$ cat config.mk
export PLATFORM = sky130hd
export DESIGN_NAME = pits_ram
export DESIGN_NICKNAME = d
export VERILOG_FILES = /design/src/sv/pits_ram.sv
export SDC_FILE = /design/constraint.sdc
export NUM_CORES = 1
export LEC_CHECK = 0
export BUFFER_PORTS_ARGS = -buffer_cell sky130_fd_sc_hd__buf_2
export CORE_MARGIN = 8
export CORE_UTILIZATION = 35
export DETAILED_ROUTE_END_ITERATION = 7
export MAX_ROUTING_LAYER = met4
export SLEW_MARGIN = 20
export SYNTH_ARGS = -nofsm -noshare
export SYNTH_HDL_FRONTEND = slang
export SYNTH_SLANG_ARGS = --single-unit
$ cat constraint.sdc
create_clock -name clk -period 9 [get_ports clk]
set_input_delay 1.35 -clock clk [delete_from_list [all_inputs] [get_ports clk]]
set_output_delay 1.35 -clock clk [all_outputs]
set_load 0.02 [all_outputs]
$ cat src/sv/pits_ram.sv
`timescale 1ns / 1ps
// generic single-port-write, single-port-read ram with registered read
module pits_ram #(
  parameter int WIDTH  = 32,
  parameter int DEPTH  = 16,
  parameter int ADDR_W = (DEPTH > 1) ? $clog2(DEPTH) : 1
) (
  input  logic              clk,
  input  logic              we,
  input  logic [ADDR_W-1:0] waddr,
  input  logic [WIDTH-1:0]  wdata,
  input  logic              re,
  input  logic [ADDR_W-1:0] raddr,
  output logic [WIDTH-1:0]  rdata
);

  logic [WIDTH-1:0] mem [DEPTH];

  always_ff @(posedge clk) begin
    if (we) begin
      mem[waddr] <= wdata;
    end
    if (re) begin
      rdata <= mem[raddr];
    end
  end

endmodule

---- Word-level counts from Yosys, hierarchy flattened ----
Memory sizes are Yosys's and may differ from the RTL's. A register that Yosys moved wholly into a read port is not among the register bits.
Cells that the tools add are included.
storage, ports and cells
  register bits after elaboration ......... 0
  memory bits (writable) .................. 512
  input bits .............................. 43
  output and inout bits ................... 32
  logic and storage cells ................. 3
  memories ................................ 1
operators by class
  mux-type cells .......................... 2
memories
  memory  words  width  rd ports  clocked after memory_dff  wr ports  line  text
  mem     16     32     1         1                         1         17    logic [WIDTH-1:0] mem [DEPTH];
operator list
  cell              number
  2-to-1 mux 1 bit  2

---- Longest topological paths before layout ----
Gate-level depths: netlist of run 1.
  depth in word-level cells ............... 2
  gate-level depth with buffers ........... 5

---- Least setup slack after synthesis of run 1 ----
Ideal clock, no wire load.
  path kind ............................... input to register
  start ................................... input waddr[2]
  end ..................................... memory mem[0][0], enable pin
  arrival time ............................ 4.068 ns
  required time ........................... 8.539 ns
  path slack .............................. 4.470 ns
  stages .................................. 2
  cell sequence ........................... or3b_2 > nor3_1
RTL lines
  element             line  text
  start: declaration  10    input logic [ADDR_W-1:0] waddr,
  end: declaration    17
Straight into the memory's write port.

==> results of run 1 <==
-- through the flow --
stage	hold WS [ns]	area [µm²]	util, %	instances	worst slack (ns)
2_1_floorplan	0.710	20200	-	838	4.47
3_3_place_gp	0.725	21600	37.6	1656	4.64
3_5_place_dp	0.736	21600	37.6	1656	4.56
4_1_cts	0.751	23200	40.5	1753	5.19
5_1_grt	0.775	23300	40.5	1758	5.09
6_report	0.749	23300	40.5	1758	5.43
-- report_power, final --
part	switching (µW)	internal, µW
Clock	897	1220
Sequential	15.4	2850
Combinational	157	96.8
-- cell type report --
cell class | count | area share [%]
Timing Repair Buffer | 96 | 2.36
Antenna cell | 5 | 0.0538
Clock buffer | 61 | 5.83
Sequential cell | 544 | 70.2
Multi-Input combinational cell | 251 | 16.1
Tap cell | 765 | 4.12
Clock inverter | 36 | 1.28
-- final timing paths --
kind,slack (ns),to
max,5.43,rdata[31]$_DFFE_PP_
min,0.75,rdata[27]$_DFFE_PP_
min reg2reg,0.75,rdata[27]$_DFFE_PP_
max reg2reg,7.53,rdata[31]$_DFFE_PP_
-- sequential cells by signal, summed over array words and instances (netlist names) --
register  cells
rdata        32
mem         512
-- per-layer routing --
metal	global-route usage (%)	wire [µm]	vias up
met4	3.02	692	0
met1	18.7	19600	4823
met2	19.9	20000	331
met5	-	0	-
li1	-	-	3834
met3	3.07	3270	56
-- placed cells by master, fill, tap and decap left out, drive strengths merged --
cell type and instances:
a22oi 64, nand3b 2, clkinv 29, mux4 128, nor3 4, buf 96
nand2b 2, inv 2, and2 1, diode 5, nor2b 2, bufinv 5
nor2 13, edfxtp 544, clkbuf 61, or3b 1, nand3 1, nand2 33
-- critical path, stage by stage --
cell	delay [ns]
buf_4	0.71
buf_4	0.93
mux4_2	0.42
a22oi_1	0.21
nand2_1	0.16
-- cells by family (layout without fill, tap and decap cells) --
group / Yosys count / count (layout) / synth area share, %
buf+inv: 43 / 193 / 1.10
mux: 128 / 128 / 14.3
flops: 544 / 544 / 81.0
other cells: 0 / 5 / 0
compound gates: 64 / 64 / 2.38
simple gates: 59 / 59 / 1.25
==> qor.txt, run 1 <==
Layout area overhead - 15.3%
Setup crit start - raddr[1]
Top Ports - 75
wire per inst - 24.8 µm
Worst EP arrival - 3.86 ns
Num CTS Buffers - 52
WL final - 43.6 mm
Worst Hold Path Cells - 3
CP Launch Type - primary input
# resized after CTS - 0
worst r2r path cells - 3
GRT Util Overall - 13.4%
Placer Congestion - 0.668
CTS clk-pin slew, worst paths - 0.06 ns
# port buffers - 74
Hold Buf Count CTS - 0
final setup TNS - 0 ns
Seq. cell area - 16300 µm²
1st-pass router iterations - 5
RSZ-0062 raised after global routing - no
Yosys top cell area share - 81.0%
Vias/cell - 5.14
final setup vio count - 0
Max Cap Violations - 0
Synth area leader - edfxtp_1
multi-input logic area - 3750 µm²
initial DRC count - 753
fin crit share - 39.7%
Initial Util - 35.2%
Clock Path Buffers - 3
DIE HEIGHT - 256 µm
first-pass GRT wire length - 63.7 mm
total grt overflow - 0
fmax - 280 MHz
Die Footprint - 65600 µm²
CP required - 9.29 ns
synthesized net count - 881
Pwr per Cell Area - 225 nW/µm²
# rows - 88
Final Hold Viols - 0
H-tree depth - 2
CTS sink cnt - 544
Post-synth EDFFs - 544
Max Clock Skew - 0.0133 ns
crit-path max FO - 67
fin. max-slew vios - 0
outcome - finished, final reports clean
synthesized flop and latch total - 544
Gate Count Post-Synth - 838
top cells by area, synth - edfxtp_1 81%, mux4_2 14%, a22oi_1 2.4%
Post-synth top cells - 544 x edfxtp_1, 128 x mux4_2, 64 x a22oi_1
root buf cell - clkbuf_16
vias in the first global route - 9418
CP Class - in2reg
CTS tree - done
layout cell share with drive strength beyond 1 - 32.3%
drt drc - 0
initial antenna violation count - 6
DP HPWL - 20.4 mm
Post CTS Setup Buffer Count - 0
ANT nets after route - 0
register area share after synthesis - 81.0%
relative slew slack - 30.7%
Die X - 256 µm
syn avg cell area - 24.1 µm²
largest net degree at the start of global routing - 82
Fill cells - 4943
Slew @ Worst Pin - 1.04 ns
hold crit path type - reg2reg
crit path time final - 3.57 ns
Worst R2R Start - mem[3][31]$_DFFE_PP_
Nets - 988
Synth cell types - 17
Synth Flop Type - edfxtp_1
top-count cell post-synth - edfxtp_1
CP endpoint kind - flop
Vias - 9044
floorplan core area - 57400 µm²
Final Power - 5240 µW
hold path start - mem[14][27]$_DFFE_PP_
synthesized area - 20200 µm²
VDD IR max - 0.120 mV
LEAKAGE - 0.00731 µW
YS warnings - 0
clk_lat worst skew - 0.57 ns
Async S/R FF share, synth - 0%
Power figures use the tool's default switching activity.
==> inputs of run 2 (changes only) <==
- ABC_AREA: unset -> 1
- clock period: 9 -> 2.9 ns (I/O delays scaled with it)
==> run 2 against run 1 <==
Effect of this change: die area rose by 13%; sequential cell count unchanged; worst hold slack got worse by 0.55 ns; register-to-register slack worse by 5.8 ns; power rose to 3.2 times the previous value; final cell count up 76%; sequential power increased to 3.1 times the previous value; synthesized cell count grew to 2.5 times the previous value; first-iteration DRC count grew 45%; routed wire length grew 25%; synthesized area rose by 14%; critical endpoint is now rdata[11]; largest power group unchanged.
==> qor.txt, run 2 <==
Clock Path Buffers - 3
fmax - 582 MHz
relative slew slack - 50.1%
Worst EP arrival - 1.28 ns
LEAKAGE - 0.0109 µW
commonest non-fill, non-tap cell in the layout - nand2_1
Layout area overhead - 13.5%
max reg flops - 512
register area share after synthesis - 70.9%
GRT Util Overall - 14.8%
CP Launch Type - flop
final setup vio count - 0
final setup TNS - 0 ns
Seq. cell area - 16300 µm²
DP HPWL - 28.8 mm
Post-synth top cells - 677 x nand2_1, 544 x edfxtp_1, 388 x inv_1
commonest cells after routing, fill and taps aside - 677 x nand2_1, 544 x edfxtp_1, 386 x inv_1, 385 x nand3_1, 72 x buf_2
layout cell share with drive strength beyond 1 - 9.09%
multi-input logic area - 4670 µm²
top cells by area, synth - edfxtp_1 71%, nand2_1 11%, nand3_1 8.4%
CP endpoint kind - output pin
Crit-path slowest cell - edfxtp_1
initial DRC count - 1095
fin. max-slew vios - 0
Final Power - 16600 µW
total grt overflow - 0
1st-pass router iterations - 5
synthesized area - 23100 µm²
CTS sink cnt - 544
YS warnings - 0
syn avg cell area - 10.9 µm²
slowest stage delay, CP - 0.47 ns
synthesized net count - 2163
dpl ws - 0.739 ns
Hold Buf Count CTS - 0
Yosys top cell area share - 70.9%
Initial Util - 35.2%
first-pass GRT wire length - 83.4 mm
Util after Layout - 39.9%
CTS clk-pin slew, worst paths - 0.06 ns
Synth cell types - 14
# port buffers - 74
CTS tree - done
WL final - 54.5 mm
Max Cap Violations - 0
worst path cell trace - buf_2
Final Hold Viols - 0
# rows - 94
Synth Flop Type - edfxtp_1
CP Class - reg2out
Synth area leader - edfxtp_1
largest net degree at the start of global routing - 129
ANT nets after route - 0
Vias/cell - 4.67
drt drc - 0
Biggest register - mem
clk_lat worst skew - 0.61 ns
Async S/R FF share, synth - 0%
Post CTS Setup Buffer Count - 0
floorplan core area - 65500 µm²
top-count cell post-synth - nand2_1
Slew @ Worst Pin - 0.749 ns
wire per inst - 17.6 µm
Top Ports - 75
Pwr per Cell Area - 636 nW/µm²
worst path buffer plus inverter count - 1
Die X - 273 µm
Nets - 2225
hold crit path type - in2reg
H-tree depth - 2
vias in the first global route - 14076
crit path time final - 1.72 ns
synthesized flop and latch total - 544
initial antenna violation count - 5
Num CTS Buffers - 52
Post-synth EDFFs - 544
Fill cells - 6098
Setup WS post-layout - 1.18 ns
VDD IR max - 0.430 mV
crit-path max FO - 1
Die Footprint - 74300 µm²
Vias - 14445
Max Clock Skew - 0.0206 ns
# resized after CTS - 0
Gate Count Post-Synth - 2120
root buf cell - clkbuf_16
top flop regs - mem (512), rdata (32)
DIE HEIGHT - 273 µm
Placer Congestion - 0.728
outcome - finished, final reports clean
CP delay by family, top - flip-flops
CP required - 2.47 ns
fin crit share - 59.3%
RSZ-0062 raised after global routing - no
run 2: cell families after synthesis:
group	count (synthesis)	synth area share, %
DFF	544	70.9
buffers and inverters	495	9.41
and+or+nand+nor	1081	19.7
run 2: power breakdown:
group / internal [µW] / switching, µW / leakage (µW)
sequential: 8860 / 53.1 / 0.00494
clock: 3780 / 2900 / 0.000814
combinational: 290 / 755 / 0.00513
run 2: area by class of cell:
type / count / area share [%]
clock buffers: 59 / 5.16
well taps: 864 / 4.13
flip-flops and latches: 544 / 62.4
diodes: 5 / 0.0478
inverters: 390 / 5.62
multi-input cells: 1081 / 17.8
clock inverters: 35 / 1.19
repair buffers: 113 / 3.57
run 2: worst paths after layout:
kind,start,to,slack [ns],cells after the start
worst max-delay path,rdata[11]$_DFFE_PP_,rdata[11],1.18,1
worst min-delay path,wdata[1],mem[14][1]$_DFFE_PP_,0.20,1
worst max register to register,mem[1][24]$_DFFE_PP_,rdata[24]$_DFFE_PP_,1.69,6
worst min register to register,mem[12][25]$_DFFE_PP_,rdata[25]$_DFFE_PP_,0.72,6
run 2: layer usage:
layer,GRT usage (%),share of wire [%],vias up
li1,-,-,7002
met1,18.9,44,6949
met2,24.0,48,394
met3,2.68,5.5,100
met4,4.75,2.6,0
met5,-,0,-
run 2: per-stage QoR:
step           cells  instance area, µm²  hold WS (ns)
4_1_cts         3086               26100         0.166
5_1_grt         3091               26200         0.174
2_1_floorplan   2120               23100         0.534
3_5_place_dp    2992               24500         0.707
3_3_place_gp    2992               24500         0.701
6_report        3091               26200         0.203
