$ cat config.mk
export PLATFORM = sky130hd
export DESIGN_NAME = pits_cross_unit
export DESIGN_NICKNAME = d
export VERILOG_FILES = /design/src/sv/pits_pkg.sv /design/src/sv/pits_cross_unit.sv
export SDC_FILE = /design/constraint.sdc
export NUM_CORES = 2
export LEC_CHECK = 0
export ABC_AREA = 1
export BUFFER_PORTS_ARGS = -buffer_cell sky130_fd_sc_hd__buf_2
export CORE_MARGIN = 1.5
export CORE_UTILIZATION = 55
export CTS_CLUSTER_DIAMETER = 30
export DETAILED_ROUTE_END_ITERATION = 10
export PLACE_DENSITY = 0.78
export SLEW_MARGIN = 20
export SYNTH_ARGS = -nofsm -noshare
export SYNTH_HDL_FRONTEND = slang
export SYNTH_SLANG_ARGS = --single-unit
$ cat constraint.sdc
create_clock -name clk -period 17.9 [get_ports clk]
set_clock_uncertainty 0.2 [all_clocks]
set_input_delay 4.475 -clock clk [delete_from_list [all_inputs] [get_ports clk]]
set_output_delay 4.475 -clock clk [all_outputs]
set_load 0.02 [all_outputs]
$ cat src/sv/pits_pkg.sv
`timescale 1ns / 1ps
// shared types and constants of the point-in-triangle set unit
package pits_pkg;

  localparam int COORD_W       = 32;
  localparam int DIFF_W        = COORD_W + 1;
  localparam int MAG_W         = COORD_W;
  localparam int PROD_W        = 2 * MAG_W;
  localparam int ACC_W         = PROD_W + 2;
  localparam int EPS_W         = 16;
  localparam int OP_W          = 2;
  localparam int WORDS_PER_TRI = 6;
  localparam int ROW_W         = COORD_W * WORDS_PER_TRI;
  localparam int STEP_W        = 3;

  localparam logic [EPS_W-1:0] EPS_RESET = 16'd168;

  // operation codes of an input word
  localparam logic [OP_W-1:0] OP_CLEAR = 2'd0;
  localparam logic [OP_W-1:0] OP_LOAD  = 2'd1;
  localparam logic [OP_W-1:0] OP_QUERY = 2'd2;

  // word positions inside one stored triangle row
  localparam int W_AX = 0;
  localparam int W_AY = 1;
  localparam int W_BX = 2;
  localparam int W_BY = 3;
  localparam int W_CX = 4;
  localparam int W_CY = 5;

  // the four cross products of one triangle: origin vertex, then edge end
  localparam logic [1:0] X_A_B = 2'd0;
  localparam logic [1:0] X_A_C = 2'd1;
  localparam logic [1:0] X_B_A = 2'd2;
  localparam logic [1:0] X_B_C = 2'd3;

  localparam logic [STEP_W-1:0] STEP_LAST = 3'd7;

  typedef enum logic [2:0] {
    ST_IDLE,
    ST_FETCH,
    ST_RUN,
    ST_DRAIN,
    ST_RESP
  } state_t;

  // one product issued to the shared unit
  typedef struct packed {
    logic       vld;
    logic [1:0] sel;
    logic       term;
  } step_t;

  // sign class of one finished cross product
  typedef struct packed {
    logic       vld;
    logic [1:0] sel;
    logic       pos;
    logic       neg;
  } cls_t;

endpackage

$ cat src/sv/pits_cross_unit.sv
`timescale 1ns / 1ps
// shared cross product pipeline: magnitude, 32x32 multiply, accumulate, classify
module pits_cross_unit (
  input  logic                               clk,
  input  logic                               rst,
  input  pits_pkg::step_t                    step,
  input  logic signed [pits_pkg::DIFF_W-1:0] diff_a,
  input  logic signed [pits_pkg::DIFF_W-1:0] diff_b,
  input  logic [pits_pkg::EPS_W-1:0]         eps,
  output logic                               busy,
  output pits_pkg::cls_t                     cls
);

  pits_pkg::step_t s1, s2, s3, s4;

  logic signed [pits_pkg::DIFF_W-1:0] s1_a, s1_b;
  logic [pits_pkg::MAG_W-1:0]         s2_ma, s2_mb;
  logic                               s2_neg;
  logic [pits_pkg::PROD_W-1:0]        s3_prod;
  logic                               s3_neg;
  logic signed [pits_pkg::ACC_W-1:0]  acc;

  logic [pits_pkg::DIFF_W-1:0]        neg_a, neg_b;
  logic [pits_pkg::PROD_W-1:0]        prod_full;
  logic signed [pits_pkg::ACC_W-1:0]  prod_ext, acc_next;
  logic signed [pits_pkg::ACC_W-1:0]  eps_s, eps_n;
  logic                               zero;

  // stage 2: magnitudes, a difference never exceeds 2^32-1 in size
  assign neg_a = -s1_a;
  assign neg_b = -s1_b;

  // stage 3: the one multiplier
  assign prod_full = s2_ma * s2_mb;

  // stage 4: signed accumulate, first term loads, second term is subtracted
  assign prod_ext = $signed({2'b00, s3_prod});
  always_comb begin
    if (!s3.term) begin
      acc_next = s3_neg ? -prod_ext : prod_ext;
    end else begin
      acc_next = s3_neg ? (acc - prod_ext) : (acc + prod_ext);
    end
  end

  // stage 5: below epsilon in size counts as zero
  assign eps_s = $signed({{(pits_pkg::ACC_W - pits_pkg::EPS_W){1'b0}}, eps});
  assign eps_n = -eps_s;
  assign zero  = (acc == '0) || ((acc < eps_s) && (acc > eps_n));

  always_ff @(posedge clk) begin
    if (rst) begin
      s1  <= '0;
      s2  <= '0;
      s3  <= '0;
      s4  <= '0;
      cls <= '0;
    end else begin
      s1      <= step;
      s2      <= s1;
      s3      <= s2;
      s4      <= s3;
      cls.vld <= s4.vld & s4.term;
      cls.sel <= s4.sel;
      cls.pos <= !zero && !acc[pits_pkg::ACC_W-1];
      cls.neg <= !zero && acc[pits_pkg::ACC_W-1];
    end
  end

  always_ff @(posedge clk) begin
    s1_a    <= diff_a;
    s1_b    <= diff_b;
    s2_ma   <= s1_a[pits_pkg::DIFF_W-1] ? neg_a[pits_pkg::MAG_W-1:0]
                                        : s1_a[pits_pkg::MAG_W-1:0];
    s2_mb   <= s1_b[pits_pkg::DIFF_W-1] ? neg_b[pits_pkg::MAG_W-1:0]
                                        : s1_b[pits_pkg::MAG_W-1:0];
    s2_neg  <= s1_a[pits_pkg::DIFF_W-1] ^ s1_b[pits_pkg::DIFF_W-1] ^ s1.term;
    s3_prod <= prod_full;
    s3_neg  <= s2_neg;
    if (s3.vld) begin
      acc <= acc_next;
    end
  end

  assign busy = s1.vld | s2.vld | s3.vld | s4.vld | cls.vld;

endmodule

# ---- Word level (Yosys, flattened, before mapping)
# Cells that the tools add are included.
dict set report word_totals {
  reg_bits 283
  input_bits 88
  out_inout_bits 6
}
dict set report op_classes {
  addsub 6
  n_mul 1
  n_lt_le_gt_ge 2
  muxes 5
  n_bitwise 7
  n_reduce_logical 7
}
# cell count
set ops {}
lappend ops {{66-bit two-way mux} 3}
lappend ops {{66-bit by 65-bit adder with 66-bit output} 1}
lappend ops {{66-bit > comparator} 1}
lappend ops {{66-bit zero test} 1}
lappend ops {{66-bit by 17-bit less-than comparator with 1-bit output} 1}
lappend ops {{16-bit negator with 66-bit output} 1}
lappend ops {{64-bit negator with 66-bit output} 1}
lappend ops {{66-bit by 65-bit subtractor with 66-bit output} 1}
lappend ops {{32-bit by 32-bit multiplier with 64-bit output} 1}
lappend ops {{32-bit two-way mux} 2}
lappend ops {{32-bit negator} 2}
lappend ops {{1-bit bitwise OR} 4}
lappend ops {{1-bit logical AND} 3}
lappend ops {{1-bit zero test} 2}
lappend ops {{1-bit bitwise XOR} 2}
lappend ops {{1-bit AND} 1}
lappend ops {{1-bit logical OR} 1}

# ---- Logic depth before layout (Yosys ltp)
dict set report depth {
  word_depth 6
  mapped_depth 33
}

# ---- Worst setup path before layout
# No wires, ideal clock.
dict set report synth_timing {
  path_type {input -> register}
  startpoint {in eps[1] (netlist bit)}
  endpoint {reg cls[1] (netlist bit)}
  setup_time_ns 0.119
  arrival_ns 7.097
  path_slack_ns 10.484
  path_stages 24
  cell_sequence {inv_1 > ha_1 > nand3_1 > nor2_1 > nand2_1 > nor2_1 > nand3_1 > nor2_1 > nand2_1 > nor2_1 > nand3_1 > nor2_1 > ha_1 > nand2_1 > nor2_1 > nand3_1 > nor3_1 > nand2_1 > nor2_1 > nand2_1 > nand4_1 > nand3_1 > nand2_1 > nor2_1}
}
dict set report synth_via {
  elab_chain_cells 6
  elab_cells_between_ends 7
  classes_between {add/sub (1); order compare (2); reduce/logical (4)}
}
# element line
set synth_rtl {}
lappend synth_rtl {{start: declaration} pits_cross_unit.sv:9} ;# input logic [pits_pkg::EPS_W-1:0] eps,
lappend synth_rtl {{16-bit negator with 66-bit output} pits_cross_unit.sv:48} ;# assign eps_n = -eps_s;
lappend synth_rtl {{66-bit > comparator} pits_cross_unit.sv:49} ;# assign zero = (acc == '0) || ((acc < eps_s) && (acc > eps_n));
lappend synth_rtl {{1-bit logical AND (*)} pits_cross_unit.sv:49}
lappend synth_rtl {{1-bit logical OR (*)} pits_cross_unit.sv:49}
lappend synth_rtl {{1-bit zero test (*)} pits_cross_unit.sv:65} ;# cls.pos <= !zero && !acc[pits_pkg::ACC_W-1];
lappend synth_rtl {{1-bit logical AND (*)} pits_cross_unit.sv:65}
lappend synth_rtl {{end: declaration} pits_cross_unit.sv:11} ;# output pits_pkg::cls_t cls
# Mark *: on every way between the ends. The rest lies on a longest branch, timed or not.
# A chain may end at the register's enable or synchronous reset.

# ---- Worst setup path after layout
dict set report layout_timing {
  startpoint {in eps[1] (netlist bit)}
  endpoint {reg cls[0] (netlist bit)}
}
dict set report layout_via {
  elab_chain_cells 6
  elab_cells_between_ends 7
  classes_between {add/sub (1); order compare (2); reduce/logical (4)}
}
# element line
set layout_rtl {}
lappend layout_rtl {{16-bit negator with 66-bit output} pits_cross_unit.sv:48}
lappend layout_rtl {{66-bit > comparator} pits_cross_unit.sv:49}
lappend layout_rtl {{1-bit logical AND (*)} pits_cross_unit.sv:49}
lappend layout_rtl {{1-bit logical OR (*)} pits_cross_unit.sv:49}
lappend layout_rtl {{1-bit zero test (*)} pits_cross_unit.sv:66} ;# cls.neg <= !zero && acc[pits_pkg::ACC_W-1];
lappend layout_rtl {{1-bit logical AND (*)} pits_cross_unit.sv:66}
# Marked as above.

==> results.sh <==
export IMPL_status="finished clean"
export IMPL_finalHoldViolCount=0
export IMPL_worst_ep_arrival_time_ns=8.43
export IMPL_syn_area_um2=54390
export IMPL_vias=47630
export IMPL_via_per_inst=5.442
export IMPL_max_freq_ghz=0.1239
export IMPL_cts_resized=0
export IMPL_dieArea_um2=100800
export IMPL_cp_max_fo=8
export IMPL_io_buffers=93
export IMPL_path_class="in -> reg"
export IMPL_period_needed_ns=8.070
export IMPL_num_antenna_cells=0
export IMPL_clkTransAtPathRegs_ns=0.05
export IMPL_regArea_um2=6350
export IMPL_worstPathBufferInverterCount=2
export IMPL_grt_pass1_vias=50630
export IMPL_synth_top_cell_by_area="fa_1"
export IMPL_clock_sinks=283
export IMPL_drv_slew=0
export IMPL_grt_max_degree=93
export IMPL_gr_total_overflow=0
export IMPL_seq_area_frac_synth_pct=11.63
export IMPL_utilization_pct=59.32
export IMPL_finalSetupViolations=0
export IMPL_antenna_found_initial=1
export IMPL_grt_usage_pct=34.77
export IMPL_ys_ff_latch=283
export IMPL_layout_nets=8809
export IMPL_ys_types=58
export IMPL_floorplan_initialDensity_pct=55.42
export IMPL_dp_cells=8627
export IMPL_rsz0062_at_grt="false"
export IMPL_fin_cells=8751
export IMPL_syn_area_per_cell_um2=7.315
export IMPL_ioPinCount=94
export IMPL_path_delay_family="simple AND/OR/NAND/NOR gates"
export IMPL_start_kind="input pin"
export IMPL_period_share_pct=45.08
export IMPL_worstPathRequired_ns=18.26
export IMPL_ctsHoldBuffers=0
export IMPL_syn2layout_area_growth_pct=7.021
export IMPL_maxCapViolations=0
export IMPL_endpoint_kind="flip-flop"
export IMPL_firstDrtPassIters=6
export IMPL_die_x_um=317.5
export IMPL_wirelength_um=172700
export IMPL_drtAntennaViolNets=0
export IMPL_fillers=9022
export IMPL_syn_inst=7435
export IMPL_cts_setup_buffers=0
export IMPL_core_um2=98130
export IMPL_die_h_um=317.5
export IMPL_crit_path_frequent_cell="nor2_1"
export IMPL_finalHoldWorstSlack_ns=0.1178
export IMPL_cts_tree="yes"
export IMPL_rows=115
export IMPL_grt_pass1_wl_um=271700
export IMPL_syn_num_nets=8834
export IMPL_place_congestion=1.029
export IMPL_worstSkewPairLatency_ns=0.66
export IMPL_cts_buffers=68
export IMPL_cp_slowest_stage_delay_ns=0.79
export IMPL_fin_setup_tns_ns=0
export IMPL_clockBufferDepth=3
export IMPL_post_drt_wl_per_cell_um=19.73
export IMPL_slew_headroom_pct=19.45
export IMPL_hp_class="reg -> reg"
export IMPL_synth_top_cell_area_share_pct=33.02
export IMPL_synth_warnings=0
export IMPL_htree_levels=3
export IMPL_hpwl_um=140300
export IMPL_cts_root_buffer="clkbuf_16"
export IMPL_crit_slowest_cell="nor2_1"
export IMPL_drive_above_1_share_pct=4.662
export IMPL_first_iter_violations=3790
export IMPL_tightestPinTransition_ns=1.197
export IMPL_drc_errors=0
export IMPL_synth_area_leaders="fa_1 (33%), inv_1 (13%), nand2_1 (13%)"
export IMPL_multi_input_area_um2=39840
## state kept, by name (all words and copies together) (netlist names), 4 cells and up
register / count
acc: 66
s3_prod: 64
s1_a: 33
s1_b: 33
s2_ma: 32
s2_mb: 32
cls: 5
s1: 4
s2: 4
s3: 4
s4: 4
## routing by layer
layer,vias to the layer above,routed length (µm),track usage (%)
met3,596,13540,5.598
met4,2,10960,19.37
li1,21890,-,-
met5,-,12,0
met1,22900,63840,40.24
met2,2236,84340,61.35
## layout make-up
type | instances | share of cell area (%)
Tap cell | 1287 | 2.766
Sequential cell | 283 | 10.91
Clock inverter | 46 | 0.7523
Inverter | 1936 | 12.49
Multi-Input combinational cell | 4972 | 68.45
Timing Repair Buffer | 149 | 1.522
Clock buffer | 78 | 3.113
## cell families (layout without fill, tap and decap cells)
| logic type | Yosys count | in the layout | share of synthesized area [%] |
|---|---|---|---|
| AO/OA/AOI/OAI | 631 | 631 | 6.354 |
| XOR/XNOR | 185 | 185 | 2.993 |
| adder cells (fa/ha/maj) | 1311 | 1311 | 42.54 |
| buffers and inverters | 2180 | 2209 | 15.12 |
| flip-flops | 283 | 283 | 11.63 |
| multiplexers | 4 | 4 | 0.08051 |
| AND/OR/NAND/NOR | 2841 | 2841 | 21.28 |
## worst reg2reg max path, stage by stage, from the launching register on
cell     delay [ns]
dfxtp_2        0.98
nand2_1        0.21
fa_1           0.57
inv_1          0.05
fa_1           0.48
inv_1          0.07
fa_1           0.54
inv_1          0.06
fa_1           0.50
inv_1          0.05
fa_1           0.41
inv_1          0.08
fa_1           0.45
fa_1           0.54
inv_1          0.05
fa_1           0.53
inv_1          0.04
ha_1           0.37
a21oi_1        0.24
o21ai_0        0.23
a21oi_1        0.23
nor2_1         0.06
nor2_1         0.12
nand3_1        0.30
a21oi_1        0.27
xor2_1         0.21
## through the flow
stage	area, µm²	setup WS (ns)
2_1_floorplan	54390	10.48
5_1_grt	58210	9.459
3_5_place_dp	55960	9.245
6_report	58210	9.830
4_1_cts	58210	9.885
3_3_place_gp	55960	9.235
## placed cells by master, fill, tap and decap left out, types with 23 or more instances in the layout
cell type     n
nor3_1       55
a21o_1       23
o211ai_1     36
inv_1      1929
xor2_1      147
o21ai_0     250
clkbuf_16    70
a21oi_1     237
xnor2_1      37
fa_1        897
nor4_1       26
nand3_1     203
ha_1        414
o21bai_1     24
nor2_1      543
nand4_1      55
buf_4        56
dfxtp_1     200
nand2_1    1882
buf_2        93
edfxtp_1     66
## worst paths after layout
check / start / end / slack [ns] / depth (start not counted)
min: s2_neg / s3_neg / 0.12 / 0
max reg2reg: s2_ma[24] / s3_prod[53] / 9.99 / 25
min reg2reg: s2_neg / s3_neg / 0.12 / 0
max: eps[1] / cls[0] / 9.83 / 26
## cells in the mapped netlist (all sizes together)
library cell and count:
nor2 565, nand3 207, a211oi 1, nor4 28, nor3 62, dlygate4sd1 2
or2 5, o211ai 36, nand3b 11, o31ai 3, a21boi 8, ha 414
o21ai 270, mux2i 1, inv 1936, and3 3, a22oi 1, nand4 57
xnor2 37, o22ai 2, a31o 1, a21oi 237, fa 897, xor2 148
o2bb2ai 2, dfxtp 217, mux2 3, clkbuf 225, o21bai 24, a31oi 18
buf 17, edfxtp 66, nor3b 2, nand2 1895, o41ai 1, or3 1
and2 5, o21a 4, a21o 23
Power is left out: the tool's default activity adds up to more than one toggle a clock period on the data nets, which glitch-free logic cannot reach.
